$ cat src/rtl/core/sip_pkg.sv
// Shared types, constants and command codes for the section interval profiler.
package sip_pkg;

  localparam int unsigned SECTIONS = 8;
  localparam int unsigned SecAw = (SECTIONS > 1) ? $clog2(SECTIONS) : 1;

  typedef enum logic [2:0] {
    CmdBegin   = 3'd0,
    CmdEnd     = 3'd1,
    CmdPoint   = 3'd2,
    CmdRearm   = 3'd3,
    CmdClear   = 3'd4,
    CmdSetMode = 3'd5,
    CmdDump    = 3'd6
  } cmd_e;

  typedef enum logic [1:0] {
    StIdle,
    StEndSub,
    StEndWr,
    StDump
  } state_e;

  typedef struct packed {
    logic [2:0]  cmd;
    logic [2:0]  section;
    logic [63:0] timestamp;
    logic [7:0]  mode;
  } in_item_t;

  typedef struct packed {
    logic [2:0]  out_section;
    logic [31:0] interval_count;
    logic [63:0] tick_total;
    logic [63:0] tick_min;
    logic [63:0] tick_max;
    logic [31:0] sweeps;
    logic [31:0] points;
    logic [31:0] rearms;
    logic        is_enabled;
    logic [7:0]  out_mode;
    logic        last;
  } out_item_t;

  typedef struct packed {
    logic [31:0] count;
    logic [63:0] total;
    logic [63:0] tick_min;
    logic [63:0] tick_max;
  } stats_t;

  localparam int unsigned StatsW = $bits(stats_t);

endpackage

$ cat src/rtl/core/sip_ram.sv
// Generic single-write, single-read synchronous RAM with registered read data.
module sip_ram #(
  parameter int unsigned Width = 8,
  parameter int unsigned Depth = 8,
  localparam int unsigned AddrW = (Depth > 1) ? $clog2(Depth) : 1
) (
  input  logic             clk_i,
  input  logic             we_i,
  input  logic [AddrW-1:0] waddr_i,
  input  logic [Width-1:0] wdata_i,
  input  logic             re_i,
  input  logic [AddrW-1:0] raddr_i,
  output logic [Width-1:0] rdata_o
);

  logic [Width-1:0] mem_q [Depth];
  logic [Width-1:0] rdata_q;

  always_ff @(posedge clk_i) begin
    if (we_i) begin
      mem_q[waddr_i] <= wdata_i;
    end
    if (re_i) begin
      rdata_q <= mem_q[raddr_i];
    end
  end

  assign rdata_o = rdata_q;

endmodule

$ cat src/rtl/core/section_interval_profiler.sv
// Top level of the section interval profiler: command decode, statistics update and dump.
// Begin, note, clear and set-mode items leave busy low, so the next item can follow straight away.
// End on an active section holds busy in StEndSub and StEndWr (read, subtract, update).
// Dump holds busy in StDump (one statistics memory read per section); each record passes the RAM
// read register and the output register before its strobe, one per cycle, last flag on the final.
// Reset clears all counters, active marks and per-section valid bits at once; no clearing pass.
module section_interval_profiler (
  input  logic               clk_i,
  input  logic               rst_ni,
  input  logic               start,
  output logic               busy,
  input  sip_pkg::in_item_t  item_i,
  output logic               result_strobe_o,
  output sip_pkg::out_item_t result_o
);

  // Section state lives in two memories: the start timestamps and the statistics
  // record (count, total, min, max). A statistics entry counts as zero until it is
  // first written after reset or a clear; that is tracked by one valid bit per
  // section, so a clear needs no pass over the memory. Start timestamps need no
  // valid bit, as they are only read for a section whose active mark is set, and
  // that mark is only set by a begin which writes the timestamp.

  sip_pkg::state_e state_q, state_d;

  logic [sip_pkg::SECTIONS-1:0] active_q, active_d;
  logic [sip_pkg::SECTIONS-1:0] vld_q, vld_d;

  logic [31:0] sweeps_q, sweeps_d;
  logic [31:0] points_q, points_d;
  logic [31:0] rearms_q, rearms_d;
  logic        enabled_q, enabled_d;
  logic [7:0]  mode_q, mode_d;

  // End-command working registers.
  logic [sip_pkg::SecAw-1:0] sec_q, sec_d;
  logic [63:0]               ts_q, ts_d;
  logic [63:0]               elapsed_q, elapsed_d;

  // Dump sequencing: idx_q walks the read address, rd_* tracks the read in flight.
  logic [sip_pkg::SecAw-1:0] idx_q, idx_d;
  logic                      rd_vld_q, rd_vld_d;
  logic [sip_pkg::SecAw-1:0] rd_idx_q, rd_idx_d;

  sip_pkg::out_item_t out_q, out_d;
  logic               out_vld_q, out_vld_d;

  // Memory ports.
  logic                      start_we;
  logic [sip_pkg::SecAw-1:0] start_waddr;
  logic                      start_re;
  logic [sip_pkg::SecAw-1:0] start_raddr;
  logic [63:0]               start_rdata;

  logic                      stats_we;
  logic [sip_pkg::SecAw-1:0] stats_waddr;
  sip_pkg::stats_t           stats_wdata;
  logic                      stats_re;
  logic [sip_pkg::SecAw-1:0] stats_raddr;
  logic [sip_pkg::StatsW-1:0] stats_rdata;

  logic                      accept;
  logic                      in_range;
  logic [sip_pkg::SecAw-1:0] sec_addr;

  // Statistics update for an end item.
  sip_pkg::stats_t cur_stats;
  sip_pkg::stats_t new_stats;
  sip_pkg::stats_t dump_stats;

  assign busy     = (state_q != sip_pkg::StIdle);
  assign accept   = start && !busy;
  assign in_range = (32'(item_i.section) < 32'(sip_pkg::SECTIONS));
  assign sec_addr = sip_pkg::SecAw'(item_i.section);

  sip_ram #(
    .Width(64),
    .Depth(sip_pkg::SECTIONS)
  ) u_start_ram (
    .clk_i  (clk_i),
    .we_i   (start_we),
    .waddr_i(start_waddr),
    .wdata_i(ts_d),
    .re_i   (start_re),
    .raddr_i(start_raddr),
    .rdata_o(start_rdata)
  );

  sip_ram #(
    .Width(sip_pkg::StatsW),
    .Depth(sip_pkg::SECTIONS)
  ) u_stats_ram (
    .clk_i  (clk_i),
    .we_i   (stats_we),
    .waddr_i(stats_waddr),
    .wdata_i(stats_wdata),
    .re_i   (stats_re),
    .raddr_i(stats_raddr),
    .rdata_o(stats_rdata)
  );

  // The statistics read data of an end item is consumed in StEndWr. An entry that has
  // not been written since the last clear reads as all zero. The first sample after
  // reset, after a clear or after the count wraps round sees a new count of one and
  // so takes over the minimum unconditionally.
  always_comb begin
    cur_stats          = vld_q[sec_q] ? sip_pkg::stats_t'(stats_rdata) : '0;
    new_stats.count    = cur_stats.count + 32'd1;
    new_stats.total    = cur_stats.total + elapsed_q;
    new_stats.tick_min = ((new_stats.count == 32'd1) || (elapsed_q < cur_stats.tick_min)) ?
                         elapsed_q : cur_stats.tick_min;
    new_stats.tick_max = (elapsed_q > cur_stats.tick_max) ? elapsed_q : cur_stats.tick_max;
  end

  // Dump records are assembled from the read data in the cycle after each read. The global
  // counters cannot change while the dump reads are issued, as busy is high; the final
  // record is latched at the same edge as any item accepted right after the dump, so it
  // still carries the values from before that item.
  always_comb begin
    dump_stats               = vld_q[rd_idx_q] ? sip_pkg::stats_t'(stats_rdata) : '0;
    out_d                    = out_q;
    out_vld_d                = rd_vld_q;
    if (rd_vld_q) begin
      out_d.out_section    = 3'(rd_idx_q);
      out_d.interval_count = dump_stats.count;
      out_d.tick_total     = dump_stats.total;
      out_d.tick_min       = dump_stats.tick_min;
      out_d.tick_max       = dump_stats.tick_max;
      out_d.sweeps         = sweeps_q;
      out_d.points         = points_q;
      out_d.rearms         = rearms_q;
      out_d.is_enabled     = enabled_q;
      out_d.out_mode       = mode_q;
      out_d.last           = (rd_idx_q == sip_pkg::SecAw'(sip_pkg::SECTIONS - 1));
    end
  end

  // Command decode and sequencing.
  always_comb begin
    state_d     = state_q;
    active_d    = active_q;
    vld_d       = vld_q;
    sweeps_d    = sweeps_q;
    points_d    = points_q;
    rearms_d    = rearms_q;
    enabled_d   = enabled_q;
    mode_d      = mode_q;
    sec_d       = sec_q;
    ts_d        = ts_q;
    elapsed_d   = elapsed_q;
    idx_d       = idx_q;
    rd_vld_d    = 1'b0;
    rd_idx_d    = rd_idx_q;

    start_we    = 1'b0;
    start_waddr = sec_addr;
    start_re    = 1'b0;
    start_raddr = sec_addr;
    stats_we    = 1'b0;
    stats_waddr = sec_q;
    stats_wdata = new_stats;
    stats_re    = 1'b0;
    stats_raddr = sec_addr;

    case (state_q)
      sip_pkg::StIdle: begin
        if (accept) begin
          case (item_i.cmd)
            sip_pkg::CmdBegin: begin
              if (in_range) begin
                // A begin on an active section simply restarts its interval.
                ts_d               = item_i.timestamp;
                start_we           = 1'b1;
                active_d[sec_addr] = 1'b1;
              end
            end
            sip_pkg::CmdEnd: begin
              // An end on an inactive or out-of-range section is dropped here.
              if (in_range && active_q[sec_addr]) begin
                sec_d    = sec_addr;
                ts_d     = item_i.timestamp;
                start_re = 1'b1;
                stats_re = 1'b1;
                state_d  = sip_pkg::StEndSub;
              end
            end
            sip_pkg::CmdPoint: begin
              points_d = points_q + 32'd1;
            end
            sip_pkg::CmdRearm: begin
              rearms_d = rearms_q + 32'd1;
            end
            sip_pkg::CmdClear: begin
              active_d  = '0;
              vld_d     = '0;
              points_d  = '0;
              rearms_d  = '0;
              sweeps_d  = 32'd1;
              enabled_d = 1'b1;
              mode_d    = item_i.mode;
            end
            sip_pkg::CmdSetMode: begin
              enabled_d = 1'b1;
              mode_d    = item_i.mode;
            end
            sip_pkg::CmdDump: begin
              idx_d   = '0;
              state_d = sip_pkg::StDump;
            end
            default: begin
            end
          endcase
        end
      end

      sip_pkg::StEndSub: begin
        // Elapsed time wraps modulo 2^64.
        elapsed_d = ts_q - start_rdata;
        state_d   = sip_pkg::StEndWr;
      end

      sip_pkg::StEndWr: begin
        stats_we        = 1'b1;
        vld_d[sec_q]    = 1'b1;
        active_d[sec_q] = 1'b0;
        state_d         = sip_pkg::StIdle;
      end

      sip_pkg::StDump: begin
        stats_re    = 1'b1;
        stats_raddr = idx_q;
        rd_vld_d    = 1'b1;
        rd_idx_d    = idx_q;
        if (idx_q == sip_pkg::SecAw'(sip_pkg::SECTIONS - 1)) begin
          state_d = sip_pkg::StIdle;
        end else begin
          idx_d = idx_q + sip_pkg::SecAw'(1);
        end
      end

      default: begin
        state_d = sip_pkg::StIdle;
      end
    endcase
  end

  always_ff @(posedge clk_i or negedge rst_ni) begin
    if (!rst_ni) begin
      state_q   <= sip_pkg::StIdle;
      active_q  <= '0;
      vld_q     <= '0;
      sweeps_q  <= '0;
      points_q  <= '0;
      rearms_q  <= '0;
      enabled_q <= 1'b0;
      mode_q    <= '0;
      idx_q     <= '0;
      rd_vld_q  <= 1'b0;
      out_vld_q <= 1'b0;
    end else begin
      state_q   <= state_d;
      active_q  <= active_d;
      vld_q     <= vld_d;
      sweeps_q  <= sweeps_d;
      points_q  <= points_d;
      rearms_q  <= rearms_d;
      enabled_q <= enabled_d;
      mode_q    <= mode_d;
      idx_q     <= idx_d;
      rd_vld_q  <= rd_vld_d;
      out_vld_q <= out_vld_d;
    end
  end

  // Payload registers carry no reset.
  always_ff @(posedge clk_i) begin
    sec_q     <= sec_d;
    ts_q      <= ts_d;
    elapsed_q <= elapsed_d;
    rd_idx_q  <= rd_idx_d;
    out_q     <= out_d;
  end

  assign result_strobe_o = out_vld_q;
  assign result_o        = out_q;

endmodule

$ cat config.mk
export PLATFORM = sky130hd
export DESIGN_NAME = section_interval_profiler
export DESIGN_NICKNAME = d
export VERILOG_FILES = /design/src/rtl/core/sip_pkg.sv /design/src/rtl/core/sip_ram.sv /design/src/rtl/core/section_interval_profiler.sv
export SDC_FILE = /design/constraint.sdc
export NUM_CORES = 2
export LEC_CHECK = 0
export BUFFER_PORTS_ARGS = -buffer_cell sky130_fd_sc_hd__buf_2
export CORE_MARGIN = 5
export CORE_UTILIZATION = 40
export CTS_CLUSTER_SIZE = 30
export DETAILED_ROUTE_END_ITERATION = 8
export PLACE_DENSITY_LB_ADDON = 0.3
export SYNTH_ARGS = -nofsm -noshare
export SYNTH_HDL_FRONTEND = slang
export SYNTH_SLANG_ARGS = --single-unit
export TNS_END_PERCENT = 20
$ cat constraint.sdc
create_clock -name clk_i -period 24.5 [get_ports clk_i]
set_input_delay 6.125 -clock clk_i [delete_from_list [all_inputs] [get_ports clk_i]]
set_output_delay 6.125 -clock clk_i [all_outputs]
set_load 0.05 [all_outputs]
# == Yosys cells after proc, flatten, opt, wreduce, memory -nomap -nowiden ==
# Memory sizes are Yosys's and may differ from the RTL's. A register that Yosys moved wholly into a read port is not among the register bits.
# Index checks and enable logic that the tools add are counted.
# Widths: inputs -> output; s select.
# classes
mux,49
order_cmp,7
n_eq_ne,20
n_addsub,6
n_bitwise,4
n_reduce_logical,22
# op_table
cell,n
$mux 64,5
$mux 224,1
$pmux 32 s2,2
$pmux 64 s2,1
$add 32x1->32 const B,3
$add 64x64->64,1
$gt 64x64->1,1
$lt 64x64->1,1
$sub 64x64->64,1
$pmux 8 s2,3
$eq 32x1->1 const B,1
$mux 8,3
$mux 1,18
$reduce_and 3->1,6
$or 8x8->8,2
$eq 3x3->1 const B,5
$lt 3x4->1 const B,3
$mux 3,4
$reduce_and 4->1,3
$reduce_bool 2->1,5
$bmux 1 s3,3
$and 8x8->8,1
$not 8->8,1
$pmux 2 s4,1
21 further kinds,33
# word_totals
in_bits,81
ram_bits,2304
ff_bits,533
n_memories,2
# memory_table
memory,words,word_bits,rd,rd_clocked_by_memory_dff,wr,line_no,text
u_stats_ram.mem_q,8,224,1,1,1,sip_ram.sv:16,logic [Width-1:0] mem_q [Depth];
u_start_ram.mem_q,8,64,1,1,1,sip_ram.sv:16,

# == Logic depth before layout (Yosys ltp) ==
# logic_depth
word_depth,8
mapped_depth,21
depth_no_buf,16

# == Modules after synthesis ==
# A second synthesis with hierarchy kept.
# unflattened
hier_cells,6980
area_unflattened_um2,128903.6
# by_module_without_submodules
module,cells_each,instances,area_per_inst_um2
sip_ram (u_stats_ram),2826,1,74046.0
section_interval_profiler,3338,1,33669.8
sip_ram (u_start_ram),816,1,21187.8

# == Worst setup path after synthesis ==
# Ideal clock, no wire load.
# synth_timing
path_kind,input port to flip-flop
from,input port item_i[72] (netlist bit)
to,"register u_stats_ram.rdata_q[0] (netlist: u_stats_ram.rdata_o[0]), read port of u_stats_ram.mem_q, enable pin"
required_time_ns,23.689
t_arrival_ns,19.621
path_slack_ns,4.068
setup_time_ns,0.811
path_stages,9
n_path_buf,1
path_cell_list,buf_2 -> nor3b_1 -> a22oi_1 -> nand4_1 -> inv_1 -> nor4b_1 -> nor2b_1 -> nor2_1 -> nor2_1
# synth_via
elab_chain_cells,6
# synth_rtl
item,line_no,text
start: declaration,section_interval_profiler.sv:12,"input sip_pkg::in_item_t item_i,"
$bmux 1 s3,section_interval_profiler.sv:179,if (in_range && active_q[sec_addr]) begin
$mux 1 (implied by the code),section_interval_profiler.sv:179,
$mux 1,section_interval_profiler.sv:179,
$mux 1,section_interval_profiler.sv:168,case (item_i.cmd)
$mux 1,section_interval_profiler.sv:167,if (accept) begin
$pmux 1 s2,section_interval_profiler.sv:165,case (state_q)
via stats_re,section_interval_profiler.sv:58,logic stats_re;
end: declaration,sip_ram.sv:17,logic [Width-1:0] rdata_q;
# The timed path passes the listed nets, and every way through them passes these cells. The select of a mux whose other input is x is not followed.
# A chain may end at the register's enable or synchronous reset.

# == Worst setup path after layout ==
# layout_timing
from,input port item_i[73] (netlist bit)
to,"register u_stats_ram.rdata_q[205] (netlist: u_stats_ram.rdata_o[205]), read port of u_stats_ram.mem_q (data pin)"
# layout_via
elab_chain_cells,6
# layout_rtl
item,line_no
$bmux 1 s3,section_interval_profiler.sv:179
$mux 1 (implied by the code),section_interval_profiler.sv:179
$mux 1,section_interval_profiler.sv:179
$mux 1,section_interval_profiler.sv:168
$mux 1,section_interval_profiler.sv:167
$pmux 1 s2,section_interval_profiler.sv:165
# Several ways; a longest one is shown, not always the timed one. The select of a mux whose other input is x is not followed.

==> reports/results.tsv <==
stage	metric	value	unit
placed_design	hpwl	194	mm
critical_path	crit_start	item_i[73]	
cts	htree_levels	5	
sta	period_needed	10750	ps
pwr	power	16500	uW
yosys	synthArstFlopShare	3.10	%
sta	slew-limit-headroom	21.2	%
routing	post_drt_wl_per_cell	26.8	um
yosys	ys_warn_count	0	
cts	clockBufferDepth	4	
critical_path	path_cells	buf_2, mux2_8, buf_4, buf_12, buf_4, buf_4, mux4_2, mux2_2	
sta	worst_pin_slew	1180	ps
critical_path	r2r-start	sec_q[0]	
cts	cts_buffers	332	
cells_and_area	fin_nets	7942	
sta	drv_slew	0	
grt	grt_first_pass_wirelength	470	mm
critical_path	crit_type	primary input to flop	
yosys	synthCells	7077	
grt	antenna_found_initial	30	
cts	worstSkewPairLatency	920	ps
routing	totalWireLength	323	mm
yosys	synth.area.top_cells	edfxtp_1 70%, mux4_2 8.0%, mux2_2 2.6%	
yosys	synth_seq_cells	3125	
critical_path	critPathArrivalTime	11410	ps
critical_path	endpoint_kind	flop	
grt	grt_overflow	0	
floorplan	dieArea	329000	sq um
critical_path	slowest_delay	960	ps
critical_path	crit_end	u_stats_ram.rdata_o[205]	
flow_run	maxCapViolations	0	
outcome	status	finished clean	
sta	rsz0062_at_grt	no	
cells_and_area	syn2layout_area_growth	13.9	%
yosys	synth_area	127000	sq um
placed_design	portBuffers	384	
routing	vias	67400	
sta	hold_ws	441	ps
placed_design	place_ws	12810	ps
cts	post-cts-setup-buffers	0	
routing	remaining_drc_errors	0	
yosys	synth_top_area_share	70.1	%
routing	ant_nets	0	
critical_path	reg2reg_slack	16050	ps
cells_and_area	design_area	145000	sq um
cells_and_area	drive_gt1_share	23.0	%
grt	grt_max_degree	150	
routing	drt-initial-drc-count	6793	
routing	dr.pass1.iters	6	
yosys	synth_edf_count	2964	
cts	clk_pin_slew	60	ps
floorplan	start_util	40.1	%
sta	setup_tns	0	ps
sta	fmax	93.0	MHz
critical_path	required	25160	ps
critical_path	cpMostUsedCell	buf_4	
sta	finalSetupViolCount	0	
critical_path	reg2reg_to	u_stats_ram.mem_q[6][98]	
pwr	p_leak	0.0487	uW
floorplan	io_pins	416	
grt	grt_usage	19.1	%
placed_design	gp_congestion	0.862	
critical_path	critPathMaxFanout	149	
worst_hold_path	hold_path.class	flop to flop	
floorplan	fp.dieW	574	um
sta	post-route-period-util	43.9	%
yosys	synth_flop_cell	edfxtp_1	
sta	hold_violations	0	
yosys	ys_seq_area_share	73.0	%
cts	cts_tree	yes	
floorplan	coreArea	317000	sq um
critical_path	cp-start-kind	primary input	
placed_design	post_dp_cell_area	134000	sq um
floorplan	rows	207	
critical_path	worstRegToRegCells	16	
grt	grt_pass1_vias	68400	
pwr	vdd_drop_max	0.0780	mV
yosys	yosysTopAreaCell	edfxtp_1	
cts	root_buffer	clkbuf_16	
yosys	yosysUniqueCellTypes	95	
cts	cts_hold_buffers	0	
pwr	power_density	114	nW/um^2
cts	post_cts_resized	0	
cts	clock_sinks	3125	
routing	avgViaCountPerCell	5.59	
sta	fin_skew	53.5	ps
critical_path	critPathSlowestCell	buf_4	
yosys	syn-mean-instance-area	17.9	sq um
floorplan	die_y	574	um
sta	worst_slack	13750	ps
## Yosys cell counts (33+ instances only)
master       n
nand2_1    284
edfxtp_1  2964
nor2b_1    240
buf_4       33
and3_1      44
nand3_1     67
ha_1       263
buf_1       84
a21oi_1    201
nor2_1     206
and2_1      72
mux4_2     450
mux2_2     298
dfrtp_1     97
xnor2_1     97
clkbuf_1   203
xor2_1      93
a22oi_1    261
inv_1      186
dfxtp_1     64
a21o_1     120
mux2i_1    135
o21ai_0    115
nand4_1    126
## per-stage QoR
stage | std cells | utilization [%]
2_1_floorplan | 7107 | -
3_3_place_gp | 11400 | 42.3
3_5_place_dp | 11400 | 42.3
4_1_cts | 12000 | 45.6
5_1_grt | 12000 | 45.6
6_report | 12100 | 45.6
## area by class of cell
cell class                 count  area [sq um]
tap                         4180          5230
multi-input combinational   3447         32500
clock inverter               198          1890
inverter                     186           698
fill                       27100        172000
clock buffer                 403          8660
sequential                  3125         92700
antenna                       21          52.6
timing repair buffer         504          2950
## worst min path at each step
| stage | slack [ps] | from | endpoint | depth (start not counted) |
|---|---|---|---|---|
| final | 440 | mode_q[0] | result_o[1] | 0 |
| after global routing | 450 | mode_q[0] | result_o[1] | 0 |
| after CTS | 440 | enabled_q | result_o[9] | 0 |
| after detailed placement | 430 | enabled_q | result_o[9] | 0 |
| after global placement | 430 | mode_q[1] | result_o[2] | 0 |
| after floorplan | 420 | sweeps_q[0] | result_o[74] | 0 |
## sequential cells by signal (all words and copies together), names as in the netlist, 2 cells and up
name                 cells
rd_idx_q                 3
state_q                  2
elapsed_q               64
idx_q                    3
vld_q                    8
u_stats_ram.rdata_o    224
u_stats_ram.mem_q     1792
rearms_q                32
u_start_ram.rdata_o     64
ts_q                    64
result_o               302
mode_q                   8
u_start_ram.mem_q      512
points_q                32
active_q                 8
sec_q                    3
## worst max-delay path, delay by kind of cell
family,cells,cell delay (ps)
buffers and inverters,5,3730
muxes,3,1160
## cells in the final DEF, fill, tap and decap left out, types with 201 or more instances in the layout
cell	count
mux4_2	450
a21oi_1	201
nand2_1	284
edfxtp_1	2964
a22oi_1	261
buf_2	383
ha_1	262
mux2_2	297
nor2b_1	239
clkbuf_16	333
## where the power goes
group / internal (uW) / leakage (uW) / switching (uW)
sequential: 7230 / 0.0289 / 472
combinational: 1320 / 0.0147 / 2620
clock: 2770 / 0.00511 / 2110
## cell families (layout without fill, tap and decap cells)
family	count (synthesis)	in the layout	synth area share, %
buffers and inverters	535	1291	1.75
AOI/OAI and AO/OA	890	890	4.73
DFF	3125	3125	73.0
xor gates and xnor gates	191	191	1.32
adders and majority gates	265	265	2.62
muxes	883	883	11.7
other	1	52	0.00295
and+or+nand+nor	1187	1187	4.89
## routing by layer
layer	GRT usage (%)	share of wire (%)	wire length (um)	up-vias
met5	0	0.0040	13	-
met4	5.71	3.0	9550	2
met3	3.24	7.6	24400	441
met2	29.8	46	148000	2627
met1	27.8	44	142000	35200
li1	-	-	-	29100
No activity file was read; power rests on OpenSTA's default activity.
